### config.mk
export PLATFORM = sky130hd
export DESIGN_NAME = vcdg_row_mem
export DESIGN_NICKNAME = d
export VERILOG_FILES = /design/src/vcdg_pkg.sv /design/src/vcdg_row_mem.sv
export SDC_FILE = /design/constraint.sdc
export NUM_CORES = 2
export LEC_CHECK = 0
export ABC_AREA = 1
export ABC_CLOCK_PERIOD_IN_PS = 3200
export BUFFER_PORTS_ARGS = -buffer_cell sky130_fd_sc_hd__buf_4
export CORE_MARGIN = 1.5
export CORE_UTILIZATION = 26
export DETAILED_ROUTE_END_ITERATION = 8
export PLACE_DENSITY = 0.42
export SYNTH_ARGS = -nofsm -noshare
export SYNTH_HDL_FRONTEND = slang
export SYNTH_SLANG_ARGS = --single-unit
export TNS_END_PERCENT = 5
### constraint.sdc
create_clock -name aclk -period 3.2 [get_ports aclk]
set_input_delay 0.32 -clock aclk [delete_from_list [all_inputs] [get_ports aclk]]
set_output_delay 0.32 -clock aclk [all_outputs]
set_load 0.05 [all_outputs]
### src/vcdg_pkg.sv
// vcdg_pkg: shared types and constants of the central-difference gradient block
// no dependencies; imported by every module under src

package vcdg_pkg;

    // sample and result widths
    localparam int SAMPLE_W   = 16;
    localparam int GRAD_W     = 17;
    localparam int CFG_W      = 9;
    localparam int CFG_ADDR_W = 2;
    localparam int IN_DATA_W  = 16;
    localparam int OUT_DATA_W = 56;

    // register indexes of the configuration port
    localparam logic [CFG_ADDR_W-1:0] CFG_SIZE_X = 2'd0;
    localparam logic [CFG_ADDR_W-1:0] CFG_SIZE_Y = 2'd1;
    localparam logic [CFG_ADDR_W-1:0] CFG_SIZE_Z = 2'd2;

    // reset value of each size register
    localparam logic [CFG_W-1:0] SIZE_RESET = 9'd64;

    // item kinds carried on tuser
    localparam logic KIND_SAMPLE = 1'b0;
    localparam logic KIND_FLUSH  = 1'b1;

    // one plane-store entry: same in-plane position in the two latest planes
    typedef struct packed {
        logic signed [SAMPLE_W-1:0] older;
        logic signed [SAMPLE_W-1:0] newer;
    } vcdg_pair_t;

    // scan status from the controller to the stencil datapath
    typedef struct packed {
        logic x_first;
        logic x_last;
        logic y_first;
        logic y_last;
        logic z_first;
        logic vol_last;
        logic cur_take_a;
        logic cur_take_w;
    } vcdg_scan_t;

endpackage

### src/vcdg_row_mem.sv
// vcdg_row_mem: row store of emitted center samples, indexed by x position
// one write and one registered read port with forwarding; uses vcdg_pkg

module vcdg_row_mem #(
    parameter int DEPTH = 256,
    parameter int AW    = 8
) (
    input  logic                                  aclk,
    input  logic                                  aresetn,
    input  logic                                  we,
    input  logic [AW-1:0]                         waddr,
    input  logic signed [vcdg_pkg::SAMPLE_W-1:0]  wdata,
    input  logic [AW-1:0]                         raddr,
    output logic signed [vcdg_pkg::SAMPLE_W-1:0]  rdata
);
    import vcdg_pkg::*;

    logic signed [SAMPLE_W-1:0] row_mem [DEPTH];
    logic signed [SAMPLE_W-1:0] rd_reg;
    logic signed [SAMPLE_W-1:0] wdata_reg;
    logic                       fwd_reg;

    // storage array and read register
    always_ff @(posedge aclk) begin
        if (we) begin
            row_mem[waddr] <= wdata;
        end
        rd_reg    <= row_mem[raddr];
        wdata_reg <= wdata;
    end

    // write-to-read collision flag
    always_ff @(posedge aclk) begin
        if (!aresetn) begin
            fwd_reg <= 1'b0;
        end else begin
            fwd_reg <= we && (raddr == waddr);
        end
    end

    assign rdata = fwd_reg ? wdata_reg : rd_reg;

endmodule

**Yosys cells after proc, flatten, opt, wreduce, memory -nomap -nowiden**

Memory sizes are Yosys's and may differ from the RTL's. A register that Yosys moved wholly into a read port is not among the register bits.
Index checks and enable logic that the tools add are counted.
W data, S select, Z words.

- Register bits after elaboration: 17
- RAM bits: 4096
- Input port bits: 35
- Output and inout bits: 16
- Logic and storage cells: 8
- Memories kept: 1

Memory list:

| memory | words | width | read ports | clocked after Yosys merged registers in | wr ports | RTL line | text |
|---|---|---|---|---|---|---|---|
| row_mem | 256 | 16 | 1 | 1 | 1 | vcdg_row_mem.sv:18 | `logic signed [SAMPLE_W-1:0] row_mem [DEPTH];` |

- Eq/ne operators: 1
- Multiplexer cells: 3
- Reduce and logical (&&, ||, !) cells: 1

Operators by type and width:

| operator | number |
|---|---|
| $mux W16 | 1 |
| $eq A8 B8 Y1 | 1 |
| $mux W1 | 2 |
| $logic_and A1 B1 Y1 | 1 |

**Logic depth before layout (Yosys ltp)**

- Word-level depth: 2
- Mapped depth: 15
- Mapped depth without buffers: 11

**Worst setup path before layout**

No wires, ideal clock.

- Path kind: in2reg
- Start point: input port we
- End point: memory row_mem[153][0], enable pin
- Library setup time: 0.388 ns
- Arrival time: 1.756 ns
- Path slack: 1.056 ns
- Stages on the path: 4
- Path buffers: 2
- Cell sequence: clkbuf_1 nand3_1 clkbuf_1 nor2_1

- Cells in the longest elaborated chain, start to end: 2

RTL lines:

| item | RTL line | text |
|---|---|---|
| start, declared | vcdg_row_mem.sv:10 | `input logic we,` |
| $mux W1 | vcdg_row_mem.sv:25 | `if (we) begin` |
| $mux W1 (not written as such) | vcdg_row_mem.sv:26 | `row_mem[waddr] <= wdata;` |
| end, declared | vcdg_row_mem.sv:18 |  |

No other way between the ends.

**Final worst setup path**

- Start point: register fwd_reg
- End point: output port rdata[3] in the netlist's numbering

- Cells in the longest elaborated chain, start to end: 1

RTL lines:

| item | RTL line | text |
|---|---|---|
| start, declared | vcdg_row_mem.sv:21 | `logic fwd_reg;` |
| start signal, assigned | vcdg_row_mem.sv:37 | `fwd_reg <= we && (raddr == waddr);` |
| $mux W16 | vcdg_row_mem.sv:41 | `assign rdata = fwd_reg ? wdata_reg : rd_reg;` |
| end, declared | vcdg_row_mem.sv:14 | `output logic signed [vcdg_pkg::SAMPLE_W-1:0] rdata` |

No other way between the ends.

==> key figures <==
Logic synthesis
  • Mapped cell area: 166,000 um^2
  • Synth area leaders: edfxtp_1 74%, nand3_1 12%, nand2_1 9.5%, buf_2 1.5%, buf_4 0.67%
  • Syn nets: 13,700
  • Leading area contributor after synthesis: edfxtp_1
  • Syn avg cell area: 12.1 um^2
  • Syn Inst Count: 13,700
  • Seq cells post-synth: 4,129
  • Top cell type's share of synthesized area: 0.741
  • Cell variety after synth: 23
  • Yosys Warn Count: 0
  • Seq/Total Area, Yosys: 0.745

GRT
  • Initial antenna violation count: 49
  • First-pass GRT wire length: 826 mm
  • Vias in the first global route: 103,000
  • Pin count of the biggest net entering global routing: 123
  • GR Overflow Total: 0
  • GRT Util Overall: 0.176

Worst setup path
  • Critical path's slowest cell: mux2_2
  • Cells along the critical path: buf_4 -> mux2_2 -> buf_4
  • R2R Setup Slk: 0.71 ns
  • R2R Path Start: row_mem[143][7]$_DFFE_PP_
  • Crit end category: output port
  • Worst Setup Start Kind: flop
  • Worst reg2reg path depth: 10
  • Crit path launch: fwd_reg$_SDFF_PN0_
  • Most frequent CP cell: buf_4
  • CP required: 2.88 ns
  • Data arrival, critical path: 2.52 ns
  • Setup CP Type: reg2out
  • Max incr delay on CP: 0.53 ns
  • Worst r2r dst: rd_reg[7]$_DFF_P_
  • CP max FO: 16
  • Setup crit end: rdata[3]

Cells and area
  • Layout Nets: 14,200
  • Area Overhead vs Synth: 18.4%
  • End-of-flow core utilization: 0.309
  • Footprint of the multi-input gates: 37,600 um^2
  • Finished Cell Area: 197,000 um^2
  • Fillers: 64,100
  • Layout cell share with drive strength beyond 1: 0.116
  • Register Area: 124,000 um^2
  • Max reg flops: 4,096

Drt
  • DRC viols: 0
  • DR vias/cell: 4.78
  • Met3 wire len: 36.2 mm
  • Met2 WL: 268 mm
  • Starting DRT DRC Count: 11,800
  • Metal1 wirelength: 271 mm
  • Antenna Violating Nets Remaining: 0
  • Top Layer Used: met5
  • Total length of routed wires: 589 mm
  • DR pass1 iterations: 6
  • Avg WL per Cell: 25.7 um
  • Vias: 110,000

Floorplanning
  • Die area: 643,000 um^2
  • Core ar.: 636,000 um^2
  • # IOs: 51
  • Rows: 293
  • Initial core utilization: 0.261
  • DIE HEIGHT: 802 um
  • Die X: 802 um

Place
  • Placed instance area: 182,000 um^2
  • RD Place Congestion: 0.813
  • Post-DP HPWL: 355 mm
  • Post-place setup slack: -0.495 ns
  • IO Port Bufs: 50

Power
  • Static leakage: 0.0678 uW
  • Pwr dens: 609 nW/um^2
  • VDD IR max: 0.492 mV

Clock tree
  • Root Buffer: clkbuf_16
  • Max clock buf depth: 4
  • H-tree depth: 5
  • Clock slew at reported path FFs: 0.06 ns
  • Clock Latency Late Sink: 1.06 ns
  • Clk sinks: 4,129
  • CTS tree: done
  • Post-CTS Resized: 0
  • CTS buffer count: 453

STA
  • Tmin final: 2.84 ns
  • F_max: 0.352 GHz
  • PnR worst setup slack: 0.361 ns
  • Setup tns final: 0 ns
  • Tightest Pin Transition: 1.10 ns
  • Final period utilization: 0.887
  • RSZ-0062 raised after global routing: no
  • Max_slew headroom: 0.267
  • Setup Viol. Count Final: 0
  • Fin. Hold Viols: 0
  • Worst Clk Skew: 0.0645 ns
  • Max Slew Vio Count: 0

Status
  • Outcome: finished, final reports clean

Job
  • Max-cap violations: 0

Min path
  • Min-Delay Path Depth: 5
  • Hold Crit Class: in2reg
-- cell type report --
type | instances | area share
Timing Repair Buffer | 961 | 0.0513
Multi-Input combinational cell | 8557 | 0.191
Clock inverter | 240 | 0.0123
Sequential cell | 4129 | 0.629
Clock buffer | 584 | 0.0613
Antenna cell | 22 | 0.000280
Tap cell | 8407 | 0.0535
Inverter | 41 | 0.00106
-- Yosys cell counts --
| library cell | instances |
|---|---|
| a21oi_1 | 1 |
| xnor2_1 | 1 |
| nor4_1 | 1 |
| clkbuf_1 | 189 |
| buf_1 | 90 |
| inv_4 | 2 |
| buf_4 | 148 |
| o22ai_1 | 2 |
| inv_1 | 37 |
| mux2_2 | 16 |
| clkinv_1 | 1 |
| nand3_1 | 4036 |
| buf_6 | 16 |
| o21ai_0 | 1 |
| nand2_1 | 4211 |
| dfxtp_1 | 33 |
| edfxtp_1 | 4096 |
| buf_2 | 496 |
| inv_2 | 1 |
| buf_12 | 1 |
| nor2_1 | 284 |
| a221oi_1 | 2 |
| xor2_1 | 2 |
-- placed cells by master, fill, tap and decap left out, types with 7 or more instances in the layout --
cell type	synthesis	layout
clkinv_1	1	95
nand2_1	4211	4195
nand3_1	4036	4036
buf_8	0	19
buf_4	148	705
clkbuf_1	189	115
edfxtp_1	4096	4096
buf_12	1	212
clkinvlp_4	0	7
nand2_2	0	16
dfxtp_1	33	33
diode_2	0	22
nor2_1	284	196
mux2_2	16	16
inv_1	37	34
clkbuf_16	0	458
nor2_2	0	88
clkinv_8	0	7
dlygate4sd3_1	0	23
clkinv_2	0	76
bufinv_16	0	37
clkinv_16	0	10
clkbuf_8	0	11
-- worst min-delay path by stage --
| stage | start | end | slack [ns] |
|---|---|---|---|
| floorplan | wdata[0] | wdata_reg[0]$_DFF_P_ | 0.35 |
| global placement | waddr[4] | fwd_reg$_SDFF_PN0_ | 0.71 |
| detailed placement | waddr[4] | fwd_reg$_SDFF_PN0_ | 0.70 |
| CTS | waddr[7] | row_mem[225][4]$_DFFE_PP_ | 0.06 |
| global route | waddr[7] | row_mem[225][4]$_DFFE_PP_ | 0.14 |
| finish | waddr[7] | row_mem[225][4]$_DFFE_PP_ | 0.14 |
-- cell families (layout without fill, tap and decap cells) --
kind of cell,count (synthesis),in the layout,synth area share
flops,4129,4129,0.745
compound gates,6,6,0.000241
mux,16,16,0.00109
buf+inv,981,1826,0.0301
other cells,0,22,0
xor+xnor,3,3,0.000158
simple gates,8532,8532,0.223
-- worst max-delay path, delay by kind of cell, from the launching register on --
| family | cells | cell delay (ns) |
|---|---|---|
| multiplexers | 1 | 0.53 |
| flip-flops | 1 | 0.31 |
| buffers and inverters | 2 | 0.60 |
-- what timing repair did --
action | 4_1_cts | 5_1_grt
setup buffers | 0 | 0
hold buffers | 23 | 0
endpoints found under the hold margin | 1360 | 0
-- power breakdown --
part           leakage [uW]  switching (uW)  total [uW]  internal, uW
Clock               0.00705           22300       51800         29500
Combinational        0.0237            6170        8280          2110
Sequential           0.0371             195       59800         59600
Total                0.0678           28600      120000         91200
-- through the flow --
step / instances / hold slack, ns / total power [uW]
finish: 22900 / 0.141 / 120000
floorplan: 13700 / 0.348 / 64500
global placement: 22100 / 0.707 / 69200
CTS: 22900 / 0.0559 / 121000
detailed placement: 22100 / 0.703 / 69200
global route: 22900 / 0.142 / 123000
-- routing by layer --
layer	up-vias	global-route usage
met3	627	0.0253
met2	3441	0.277
met4	16	0.0404
met1	55700	0.257
li1	49800	-
met5	-	0
(Power assumes the default switching activity.)
