--- src/vcdg_pkg.sv ---
// vcdg_pkg: shared types and constants of the central-difference gradient block
// no dependencies; imported by every module under src

package vcdg_pkg;

    // sample and result widths
    localparam int SAMPLE_W   = 16;
    localparam int GRAD_W     = 17;
    localparam int CFG_W      = 9;
    localparam int CFG_ADDR_W = 2;
    localparam int IN_DATA_W  = 16;
    localparam int OUT_DATA_W = 56;

    // register indexes of the configuration port
    localparam logic [CFG_ADDR_W-1:0] CFG_SIZE_X = 2'd0;
    localparam logic [CFG_ADDR_W-1:0] CFG_SIZE_Y = 2'd1;
    localparam logic [CFG_ADDR_W-1:0] CFG_SIZE_Z = 2'd2;

    // reset value of each size register
    localparam logic [CFG_W-1:0] SIZE_RESET = 9'd64;

    // item kinds carried on tuser
    localparam logic KIND_SAMPLE = 1'b0;
    localparam logic KIND_FLUSH  = 1'b1;

    // one plane-store entry: same in-plane position in the two latest planes
    typedef struct packed {
        logic signed [SAMPLE_W-1:0] older;
        logic signed [SAMPLE_W-1:0] newer;
    } vcdg_pair_t;

    // scan status from the controller to the stencil datapath
    typedef struct packed {
        logic x_first;
        logic x_last;
        logic y_first;
        logic y_last;
        logic z_first;
        logic vol_last;
        logic cur_take_a;
        logic cur_take_w;
    } vcdg_scan_t;

endpackage

--- src/vcdg_scan_ctrl.sv ---
// vcdg_scan_ctrl: input and output scan counters, drain flag, store addresses
// read addresses come from next-state counters so read data matches the
// current voxel; uses vcdg_pkg

module vcdg_scan_ctrl #(
    parameter int CW_X = 8,
    parameter int CW_Y = 8,
    parameter int CW_Z = 8,
    parameter int AW   = 16
) (
    input  logic                 aclk,
    input  logic                 aresetn,
    input  logic                 restart,
    input  logic                 item_fire,
    input  logic                 item_flush,
    input  logic [CW_X-1:0]      x_max,
    input  logic [CW_Y-1:0]      y_max,
    input  logic [CW_Z-1:0]      z_max,
    input  logic [AW-1:0]        row_len,
    output logic                 emit,
    output logic                 samp_we,
    output logic [AW-1:0]        samp_waddr,
    output logic [AW-1:0]        rd_addr_a,
    output logic [AW-1:0]        rd_addr_b,
    output logic [CW_X-1:0]      row_waddr,
    output logic [CW_X-1:0]      row_raddr,
    output vcdg_pkg::vcdg_scan_t scan
);
    import vcdg_pkg::*;

    logic [CW_X-1:0] xi_in_reg, xi_in_next, xi_out_reg, xi_out_next;
    logic [CW_Y-1:0] yi_in_reg, yi_in_next, yi_out_reg, yi_out_next;
    logic [CW_Z-1:0] zi_in_reg, zi_in_next, zi_out_reg, zi_out_next;
    logic [AW-1:0]   q_in_reg, q_in_next, q_out_reg, q_out_next;
    logic            draining_reg, draining_next;

    logic take_sample;
    logic take_flush;
    logic in_x_end, in_y_end, in_end;
    logic out_x_end, out_y_end, out_end;
    logic next_plane_end;

    // decode the transfer and the scan position
    always_comb begin
        take_sample = item_fire && (item_flush == KIND_SAMPLE) && !draining_reg;
        take_flush  = item_fire && (item_flush == KIND_FLUSH) && draining_reg;
        in_x_end    = (xi_in_reg == x_max);
        in_y_end    = (yi_in_reg == y_max);
        in_end      = in_x_end && in_y_end && (zi_in_reg == z_max);
        out_x_end   = (xi_out_reg == x_max);
        out_y_end   = (yi_out_reg == y_max);
        out_end     = out_x_end && out_y_end && (zi_out_reg == z_max);
        emit        = (take_sample && (zi_in_reg != '0)) || take_flush;
    end

    // counter next state
    always_comb begin
        xi_in_next    = xi_in_reg;
        yi_in_next    = yi_in_reg;
        zi_in_next    = zi_in_reg;
        q_in_next     = q_in_reg;
        xi_out_next   = xi_out_reg;
        yi_out_next   = yi_out_reg;
        zi_out_next   = zi_out_reg;
        q_out_next    = q_out_reg;
        draining_next = draining_reg;
        if (restart || (take_flush && out_end)) begin
            xi_in_next    = '0;
            yi_in_next    = '0;
            zi_in_next    = '0;
            q_in_next     = '0;
            xi_out_next   = '0;
            yi_out_next   = '0;
            zi_out_next   = '0;
            q_out_next    = '0;
            draining_next = 1'b0;
        end else begin
            // input side: last sample of the volume starts the drain
            if (take_sample) begin
                if (in_end) begin
                    draining_next = 1'b1;
                end else if (in_x_end) begin
                    xi_in_next = '0;
                    if (in_y_end) begin
                        yi_in_next = '0;
                        q_in_next  = '0;
                        zi_in_next = zi_in_reg + CW_Z'(1);
                    end else begin
                        yi_in_next = yi_in_reg + CW_Y'(1);
                        q_in_next  = q_in_reg + AW'(1);
                    end
                end else begin
                    xi_in_next = xi_in_reg + CW_X'(1);
                    q_in_next  = q_in_reg + AW'(1);
                end
            end
            // output side
            if (emit) begin
                if (out_x_end) begin
                    xi_out_next = '0;
                    if (out_y_end) begin
                        yi_out_next = '0;
                        q_out_next  = '0;
                        zi_out_next = zi_out_reg + CW_Z'(1);
                    end else begin
                        yi_out_next = yi_out_reg + CW_Y'(1);
                        q_out_next  = q_out_reg + AW'(1);
                    end
                end else begin
                    xi_out_next = xi_out_reg + CW_X'(1);
                    q_out_next  = q_out_reg + AW'(1);
                end
            end
        end
    end

    always_ff @(posedge aclk) begin
        if (!aresetn) begin
            xi_in_reg    <= '0;
            yi_in_reg    <= '0;
            zi_in_reg    <= '0;
            q_in_reg     <= '0;
            xi_out_reg   <= '0;
            yi_out_reg   <= '0;
            zi_out_reg   <= '0;
            q_out_reg    <= '0;
            draining_reg <= 1'b0;
        end else begin
            xi_in_reg    <= xi_in_next;
            yi_in_reg    <= yi_in_next;
            zi_in_reg    <= zi_in_next;
            q_in_reg     <= q_in_next;
            xi_out_reg   <= xi_out_next;
            yi_out_reg   <= yi_out_next;
            zi_out_reg   <= zi_out_next;
            q_out_reg    <= q_out_next;
            draining_reg <= draining_next;
        end
    end

    // store addresses: next voxel and the row below the next output voxel
    always_comb begin
        next_plane_end = (xi_out_next == x_max) && (yi_out_next == y_max);
        rd_addr_a      = next_plane_end ? '0 : q_out_next + AW'(1);
        rd_addr_b      = q_out_next + row_len;
        row_raddr      = xi_out_next;
        row_waddr      = xi_out_reg;
        samp_we        = take_sample;
        samp_waddr     = q_in_reg;
    end

    // status toward the stencil datapath
    always_comb begin
        scan.x_first    = (xi_out_reg == '0);
        scan.x_last     = out_x_end;
        scan.y_first    = (yi_out_reg == '0);
        scan.y_last     = out_y_end;
        scan.z_first    = (zi_out_reg == '0);
        scan.vol_last   = out_end;
        scan.cur_take_a = emit;
        // a one-voxel plane or the first sample lands on the center entry
        scan.cur_take_w = take_sample &&
                          (emit ? ((x_max == '0) && (y_max == '0))
                                : (q_in_reg == q_out_reg));
    end

endmodule

--- config.mk ---
export PLATFORM = sky130hd
export DESIGN_NAME = vcdg_scan_ctrl
export DESIGN_NICKNAME = d
export VERILOG_FILES = /design/src/vcdg_pkg.sv /design/src/vcdg_scan_ctrl.sv
export SDC_FILE = /design/constraint.sdc
export NUM_CORES = 1
export LEC_CHECK = 0
export ABC_AREA = 1
export BUFFER_PORTS_ARGS = -buffer_cell sky130_fd_sc_hd__clkbuf_2
export CELL_PAD_IN_SITES_DETAIL_PLACEMENT = 0
export CELL_PAD_IN_SITES_GLOBAL_PLACEMENT = 1
export CORE_MARGIN = 2
export CORE_UTILIZATION = 43
export DETAILED_ROUTE_END_ITERATION = 8
export PLACE_DENSITY = 0.91
export SYNTH_ARGS = -nofsm -noshare
export SYNTH_HDL_FRONTEND = slang
export SYNTH_SLANG_ARGS = --single-unit
export TNS_END_PERCENT = 20
--- constraint.sdc ---
create_clock -name aclk -period 7.2 [get_ports aclk]
set_input_delay 0 -clock aclk [delete_from_list [all_inputs] [get_ports aclk]]
set_output_delay 0 -clock aclk [all_outputs]
set_load 0.03 [all_outputs]
# After elaboration in Yosys (flattened, before gate mapping)
# Index checks and enable logic that the tools add are counted.
# totals
ff_bits	81
input_bits	45
elab_cells	76
# op_classes
add_sub_neg	10
n_eq_ne	9
muxes	17
n_bitwise	3
n_reduce_logical	28
# ops
operator	n
two-way mux 16 bit	7
two-way mux 8 bit	9
== test 8 bit	8
adder 16 x 1 -> 16 bit, second input constant	3
adder 8 x 1 -> 8 bit, second input constant	6
logical NOT 8 bit	5
adder 16 bit	1
== test 16 bit	1
logical AND 1 bit	13
nonzero test 8 bit	1
AND reduction 3 bit	2
AND reduction 2 bit	2
AND reduction 4 bit	1
inverter 1 bit	3
logical OR 1 bit	2
OR reduction 2 bit	1
logical NOT 1 bit	1
two-way mux 1 bit	1

# Depth between registers and ports, before layout
# Gate-level depths: netlist of run 1.
# logic_depth
depth_word	10
mapped_depth	27
mapped_depth_nobuf	26

# Worst setup path before layout of run 1
# No wires, ideal clock.
# synth_path
path_type	flip-flop to output port
startpoint	reg draining_reg
endpoint	out rd_addr_b[8]
arrival_ns	3.510
required_ns	7.200
path_slack_ns	3.690
path_stages_with_launch	18
path_cell_list	dfxtp_1 -> nor3_4 -> o21ai_1 -> nand2_4 -> buf_6 -> buf_2 -> nand2_1 -> nand2_1 -> nor2_1 -> ha_1 -> fa_1 -> a21oi_1 -> o21bai_1 -> a21oi_1 -> o21ai_0 -> nand2_1 -> nand2_1 -> xor2_1
# synth_via
elab_chain_len	7
elab_cells_between_ends	10
classes_between	add/sub (1); mux (2); reduce/logical (7)
# synth_rtl
element	line	rtl
from (decl)	vcdg_scan_ctrl.sv:35	logic draining_reg, draining_next;
from (signal assigned)	vcdg_scan_ctrl.sv:137	draining_reg <= draining_next;
logical NOT 1 bit	vcdg_scan_ctrl.sv:45	take_sample = item_fire && (item_flush == KIND_SAMPLE) && !draining_reg;
logical AND 1 bit	vcdg_scan_ctrl.sv:45	
named net samp_we	vcdg_scan_ctrl.sv:21	output logic samp_we,
logical AND 1 bit	vcdg_scan_ctrl.sv:53	emit = (take_sample && (zi_in_reg != '0)) || take_flush;
logical OR 1 bit	vcdg_scan_ctrl.sv:53	
named net emit	vcdg_scan_ctrl.sv:20	output logic emit,
two-way mux 16 bit	vcdg_scan_ctrl.sv:98	if (emit) begin
two-way mux 16 bit	vcdg_scan_ctrl.sv:67	if (restart || (take_flush && out_end)) begin
named net q_out_next[0]	vcdg_scan_ctrl.sv:34	logic [AW-1:0] q_in_reg, q_in_next, q_out_reg, q_out_next;
adder 16 bit	vcdg_scan_ctrl.sv:145	rd_addr_b = q_out_next + row_len;
to (decl)	vcdg_scan_ctrl.sv:24	output logic [AW-1:0] rd_addr_b,
# The timed path passes the listed nets, and every way through them passes these cells.

# Final worst setup path of run 1
# layout_path
startpoint	reg zi_in_reg[0]
endpoint	out rd_addr_b[12]
# layout_via
elab_chain_len	6
# layout_rtl
element	line	rtl
from (decl)	vcdg_scan_ctrl.sv:33	logic [CW_Z-1:0] zi_in_reg, zi_in_next, zi_out_reg, zi_out_next;
from (signal assigned)	vcdg_scan_ctrl.sv:131	zi_in_reg <= zi_in_next;
nonzero test 8 bit	vcdg_scan_ctrl.sv:53	
logical AND 1 bit	vcdg_scan_ctrl.sv:53	
logical OR 1 bit	vcdg_scan_ctrl.sv:53	
two-way mux 16 bit	vcdg_scan_ctrl.sv:98	
two-way mux 16 bit	vcdg_scan_ctrl.sv:67	
named net q_out_next[1]	vcdg_scan_ctrl.sv:34	
adder 16 bit	vcdg_scan_ctrl.sv:145	
# The timed path passes the listed nets, and every way through them passes these cells.

==> impl_metrics.tcl, run 1 <==
set metrics [dict create \
    cpMostUsedCell "nand2_1" \
    drt_iter0_markers 455 \
    netlist_area_um2 7112 \
    ir_drop_uv 111.1 \
    finalHoldViolCount 0 \
    io_buffers 118 \
    power.net_switching_uw 283.3 \
    internal_power_uw 800.8 \
    path_cells "inv_1 -> ha_1 -> nand3_1 -> o21ai_1 -> nand2_4 -> nand3_4 -> nand3_4 -> inv_2 -> nand2_1 -> inv_1 -> fa_1 -> a21oi_1 -> o21bai_1 -> a21oi_1 -> o21ai_0 -> nand2_1 -> nand2_1 -> nand2_1 -> nand2_1 -> nand2_1 -> nand2_1 -> clkbuf_2" \
    syn_nets 1272 \
    gp_congestion 0.8957 \
    ys_ff_latch 81 \
    max_cap_viol_count 0 \
    cts_made_buffers 9 \
    core_um2 16350 \
    cp_max_fo 47 \
    period_share 0.6035 \
    nets 1380 \
    crit_slowest_cell "o21ai_0" \
    outcome "complete, no violations" \
    cts_setup_buffers 0 \
    track_usage 0.2417 \
    ctsResizeCount 0 \
    vias 7787 \
    htree_levels 3 \
    place_area_um2 7849 \
    overflow 0 \
    slew_headroom 0.4985 \
    setup_violations 0 \
    start_util 0.4350 \
    drc 0 \
    fin_crit_ns 4.345 \
    maxClockFrequency_mhz 230.1 \
    p_per_area_nw_per_um2 132.5 \
    synth_cell_types 45 \
    routed_via_density 5.083 \
    clk_latency_ns 0.35 \
    hp-class "primary input to register" \
    drt_pass1_iterations 5 \
    grt_pass1_vias 7198 \
    syn_inst 1199 \
    pwr-share-comb 0.106 \
    cts.root.buffer_cell "clkbuf_16" \
    crit_required_ns 7.20 \
    final_core_util 0.5003 \
    criticalPathCategory "register to output pin" \
    cts-hold-fix-buffers 0 \
    final_max_slew_viol_count 0 \
    design_area_um2 8179 \
    p_sw_frac 0.2613 \
    clock_power_share 0.479 \
    layout-area-overhead-vs-synth_pct 15.01 \
    worst_pin_slew_ns 0.7504 \
    wire_per_inst_um 13.75 \
    cts_tree "done" \
    die_w_um 132.6 \
    leakagePower_uw 0.004006 \
    cts_sinks 81 \
    final.setup.tns_ns 0 \
    dp_hpwl_um 16850 \
    die_h_um 132.6 \
    cts.reportedPaths.clkPinSlew_ns 0.07 \
    postRouteAntennaNets 0 \
    rows 47 \
    layout-drive-gt1-share 0.1273 \
    ys_warn_count 0 \
    start_kind "register" \
    critical_path.max_stage_delay_ns 0.41 \
    dieArea_um2 17580 \
    clk_path_buf_depth 2 \
    grt_antenna_before_repair 0 \
    cp.arrival_ns 4.35 \
    drt-total-wl_um 21070 \
    seqPwrFrac 0.415 \
    io-pin-count 119 \
    diodes 0 \
    finClkSkew_ns 0.01064 \
    grt_pass1_wl_um 34910 \
    syn_avg_cell_area_um2 5.931 \
    grt_start_max_net_pins 48 \
    rsz0062_at_grt "no" \
    yosysSeqAreaShare 0.2280 \
    endpoint_kind "output pin" \
]
area by class of cell:
| cell class | count | area, um^2 |
|---|---|---|
| clock buffer | 11 | 242.7 |
| tap | 220 | 275.3 |
| fill | 1827 | 8169 |
| timing repair buffer | 120 | 605.6 |
| multi-input combinational | 908 | 4644 |
| inverter | 187 | 701.9 |
| sequential | 81 | 1622 |
| clock inverter | 5 | 87.58 |
metrics by stage:
stage	hold WS (ns)	std cells	setup slack (ns)	power [uW]
after floorplan	0.05605	1199	3.690	532.2
after global placement	0.3757	1516	3.430	574.7
after detailed placement	0.3772	1516	3.302	574.6
after CTS	0.07332	1532	2.913	1089
after global routing	0.1007	1532	2.376	1121
final	0.07088	1532	2.855	1084
layer usage:
layer,track usage,share of wire
met5,0,0
met4,0.07407,0.020
met3,0.02529,0.052
met2,0.4237,0.47
met1,0.3125,0.46
kinds of logic after synthesis:
kind of cell,Yosys count,share of synthesized area
xor+xnor,69,0.08498
simple gates,709,0.4384
fa+ha+maj,28,0.05032
compound gates,102,0.07935
flops,81,0.2280
buf+inv,210,0.1189
placed cells by master (no fill, tap or decap), types with 3 or more instances in the layout:
cell type	instances
nor4_1	11
a21oi_1	45
inv_2	9
nor3_1	36
o21ai_0	34
a31oi_1	3
and3_1	3
ha_1	27
or2_2	3
inv_1	178
nor2_1	157
xnor2_1	12
nand3_1	74
nor3b_1	7
o21bai_1	3
nand4_1	40
nand2_2	5
nor2_2	5
clkbuf_2	118
xor2_1	57
nand2_1	353
nand3b_1	5
clkbuf_16	9
a211oi_1	6
dfxtp_1	81
cell usage after synthesis (all sizes together):
library cell  instances  area [um^2]
and2                  1        6.260
dfxtp                81         1622
o31ai                 1        7.510
o211a                 1        10.01
xor2                 57        499.2
nor4                 13        102.6
and3                  3        18.77
clkbuf                7        26.28
o2111ai               1        8.760
nor3                 37        196.4
o22ai                 2        12.51
fa                    1        20.02
a221oi                2        17.52
nand4                40        250.2
nand2               359         1368
xnor2                12        105.1
nand3b                5        37.54
nor2                164        651.9
a31oi                 3        18.77
a211oi                6        45.04
a22oi                 1        7.510
o21bai                3        22.52
a31o                  1        8.760
nand3                77        415.4
a21oi                45        225.2
ha                   27        337.8
buf                  16        117.6
o21ai                36        180.2
nor3b                 7        52.55
or2                   3        18.77
inv                 187        701.9
final timing paths:
path | end | slack [ns] | start | cells past startpoint
worst min register to register | xi_in_reg[7] | 0.48 | xi_in_reg[7] | 2
worst max register to register | samp_waddr[6] | 3.59 | xi_in_reg[0] | 11
worst min-delay path | xi_in_reg[0] | 0.07 | item_flush | 4
worst max-delay path | rd_addr_b[12] | 2.85 | zi_in_reg[0] | 22
power groups by stage:
stage                     Sequential (uW)  Clock (uW)  Combinational, uW
after floorplan                       460           0               72.4
after global placement                460           0                115
after detailed placement              460           0                115
after CTS                             449         524                116
after global routing                  449         544                128
final                                 450         519                115
worst max-delay path, delay by kind of cell (launching register included):
kind / cells / cell delay (ns)
buffers and inverters: 4 / 0.73
adder cells (fa/ha/maj): 2 / 0.40
AND/OR/NAND/NOR: 11 / 1.49
flip-flops: 1 / 0.35
AO/OA/AOI/OAI: 5 / 1.00
No activity file was read; power rests on OpenSTA's default activity.
==> run 2: changes to the inputs <==
--- a/config.mk
+++ b/config.mk
@@ -10,9 +10,9 @@
 export CELL_PAD_IN_SITES_DETAIL_PLACEMENT = 0
 export CELL_PAD_IN_SITES_GLOBAL_PLACEMENT = 1
 export CORE_MARGIN = 2
-export CORE_UTILIZATION = 43
+export CORE_UTILIZATION = 36
 export DETAILED_ROUTE_END_ITERATION = 8
-export PLACE_DENSITY = 0.91
+export PLACE_DENSITY = 0.81
 export SYNTH_ARGS = -nofsm -noshare
 export SYNTH_HDL_FRONTEND = slang
 export SYNTH_SLANG_ARGS = --single-unit
==> constraint.sdc (replaced) <==
create_clock -name aclk -period 3.92 [get_ports aclk]
set_input_delay 0 -clock aclk [delete_from_list [all_inputs] [get_ports aclk]]
set_output_delay 0 -clock aclk [all_outputs]
set_load 0.03 [all_outputs]
==> run 2 against run 1 <==
Clock-buffer cell count increased by 1. Clock power rose by 70%. Design area up 2.8%. Critical endpoint is now rd_addr_b[14]. Largest power group unchanged.
==> impl_metrics.tcl, run 2 (same netlist as run 1, synthesis figures left out) <==
set metrics [dict create \
    r2r-end "samp_waddr[6]" \
    layout-area-overhead-vs-synth_pct 18.26 \
    outcome "complete, no violations" \
    htree_levels 3 \
    nets 1396 \
    hp-class "primary input to register" \
    timing.hold.ws_ns 0.09166 \
    max_cap_viol_count 0 \
    track_usage 0.2156 \
    whs_path_depth 4 \
    slew_headroom 0.5230 \
    cts_sinks 81 \
    cts.root.buffer_cell "clkbuf_16" \
    cts.reportedPaths.clkPinSlew_ns 0.06 \
    min_from "restart" \
    final_common_cell "nand2_1" \
    rows 51 \
    dp_cells 1567 \
    dp_hpwl_um 17440 \
    leakagePower_uw 0.004096 \
    period_share 0.9370 \
    drt-total-wl_um 22270 \
    drc 0 \
    criticalPathCategory "register to output pin" \
    nFillCells 2176 \
    fin_crit_ns 3.673 \
    cts_tree "done" \
    place_area_um2 7950 \
    die_h_um 144.6 \
    clk_latency_ns 0.36 \
    design_area_um2 8411 \
    routed_via_density 4.881 \
    start_kind "register" \
    final_max_slew_viol_count 0 \
    cts_made_buffers 9 \
    layout_common_cells "nand2_1 (351), inv_1 (177), nor2_1 (154), clkbuf_2 (117), nand3_1 (73)" \
    maxClockFrequency_mhz 272.3 \
    setup_violations 0 \
    p_per_area_nw_per_um2 228.9 \
    setup.worst_path.start "zi_in_reg[0]" \
    reg2regPathDepth 10 \
    diodes 0 \
    final.setup.tns_ns 0 \
    fin_cells 1592 \
    grt_pass1_vias 7180 \
    die_w_um 144.6 \
    drt_iter0_markers 493 \
    grt_antenna_before_repair 0 \
    vias 7771 \
    start_util 0.3666 \
    overflow 0 \
    cp.arrival_ns 3.67 \
    io_buffers 118 \
    layout-drive-gt1-share 0.1552 \
    dieArea_um2 20890 \
    core_um2 19400 \
    grt_pass1_wl_um 35690 \
    wire_per_inst_um 13.99 \
    drt_pass1_iterations 5 \
    ir_drop_uv 189.6 \
    finClkSkew_ns 0.009627 \
    gp_congestion 0.8735 \
    holdPathEnd "q_out_reg[14]" \
    endpoint_kind "output pin" \
    crit_required_ns 3.92 \
    finalHoldViolCount 0 \
    reg2reg_slack_ns 0.62 \
    io-pin-count 119 \
    worstReg2RegStart "xi_in_reg[0]" \
    power_uw 1926 \
    grt_start_max_net_pins 34 \
    clk_path_buf_depth 2 \
    postRouteAntennaNets 0 \
    cp_max_fo 12 \
    worst_pin_slew_ns 0.7089 \
]
[run 2: how the worst max path moves through the flow]
| stage | cells after the start | end | slack [ns] |
|---|---|---|---|
| finish | 17 | rd_addr_b[14] | 0.25 |
| CTS | 22 | rd_addr_b[12] | -0.005 |
| floorplan | 17 | rd_addr_b[8] | 0.41 |
| detailed placement | 22 | rd_addr_b[12] | 0.12 |
| global placement | 22 | rd_addr_b[12] | 0.23 |
| global route | 21 | rd_addr_b[12] | -0.006 |
[run 2: final cells by class]
type	count	area, um^2	share of cell area
Tap cell	265	331.6	0.03942
Sequential cell	81	1638	0.1947
Multi-Input combinational cell	910	4727	0.5620
Clock buffer	12	256.5	0.03050
Inverter	187	704.4	0.08375
Clock inverter	3	40.04	0.004760
Timing Repair Buffer	134	713.2	0.08480
[run 2: critical path, cell delays in order, from the launching register on]
cell and delay [ns]:
dfxtp_1 0.38, inv_1 0.10, ha_1 0.20, nand3_1 0.12, o21ai_4 0.08, buf_4 0.15, nand2_2 0.21, nand2_1 0.12
o21bai_1 0.13, nand2_1 0.09, nor2_1 0.26, ha_1 0.35, a21oi_1 0.28, o21ai_0 0.14, a211oi_1 0.23, nand2_1 0.11
xor2_1 0.13, clkbuf_2 0.22
[run 2: metal layers]
metal	track usage	vias up	share of wire
met4	0.07256	0	0.022
met3	0.03510	29	0.048
met5	0	-	0
met2	0.3497	215	0.45
met1	0.2910	3470	0.48
li1	-	4057	-
[run 2: timing repair]
action                                  CTS  global route
gates resized for setup                   5            29
hold buffers                              0             0
endpoints found under the hold margin     0             0
endpoints found under the setup margin    8            21
buffers inserted                          0             8
pin swaps                                 0             5
gates cloned                              0             2
[run 2: power by group]
group | internal [uW] | leakage, uW | switching (uW) | total [uW]
logic | 70.8 | 0.00329 | 150 | 221
registers | 823 | 0.000658 | 1.93 | 825
clock network | 523 | 0.000148 | 357 | 880
[run 2: metrics by stage]
| stage | util | setup slack, ns |
|---|---|---|
| after floorplan | - | 0.4096 |
| after global placement | 0.4098 | 0.2334 |
| after detailed placement | 0.4098 | 0.1235 |
| after CTS | 0.4257 | -0.005360 |
| after global routing | 0.4336 | -0.006281 |
| final | 0.4336 | 0.2470 |
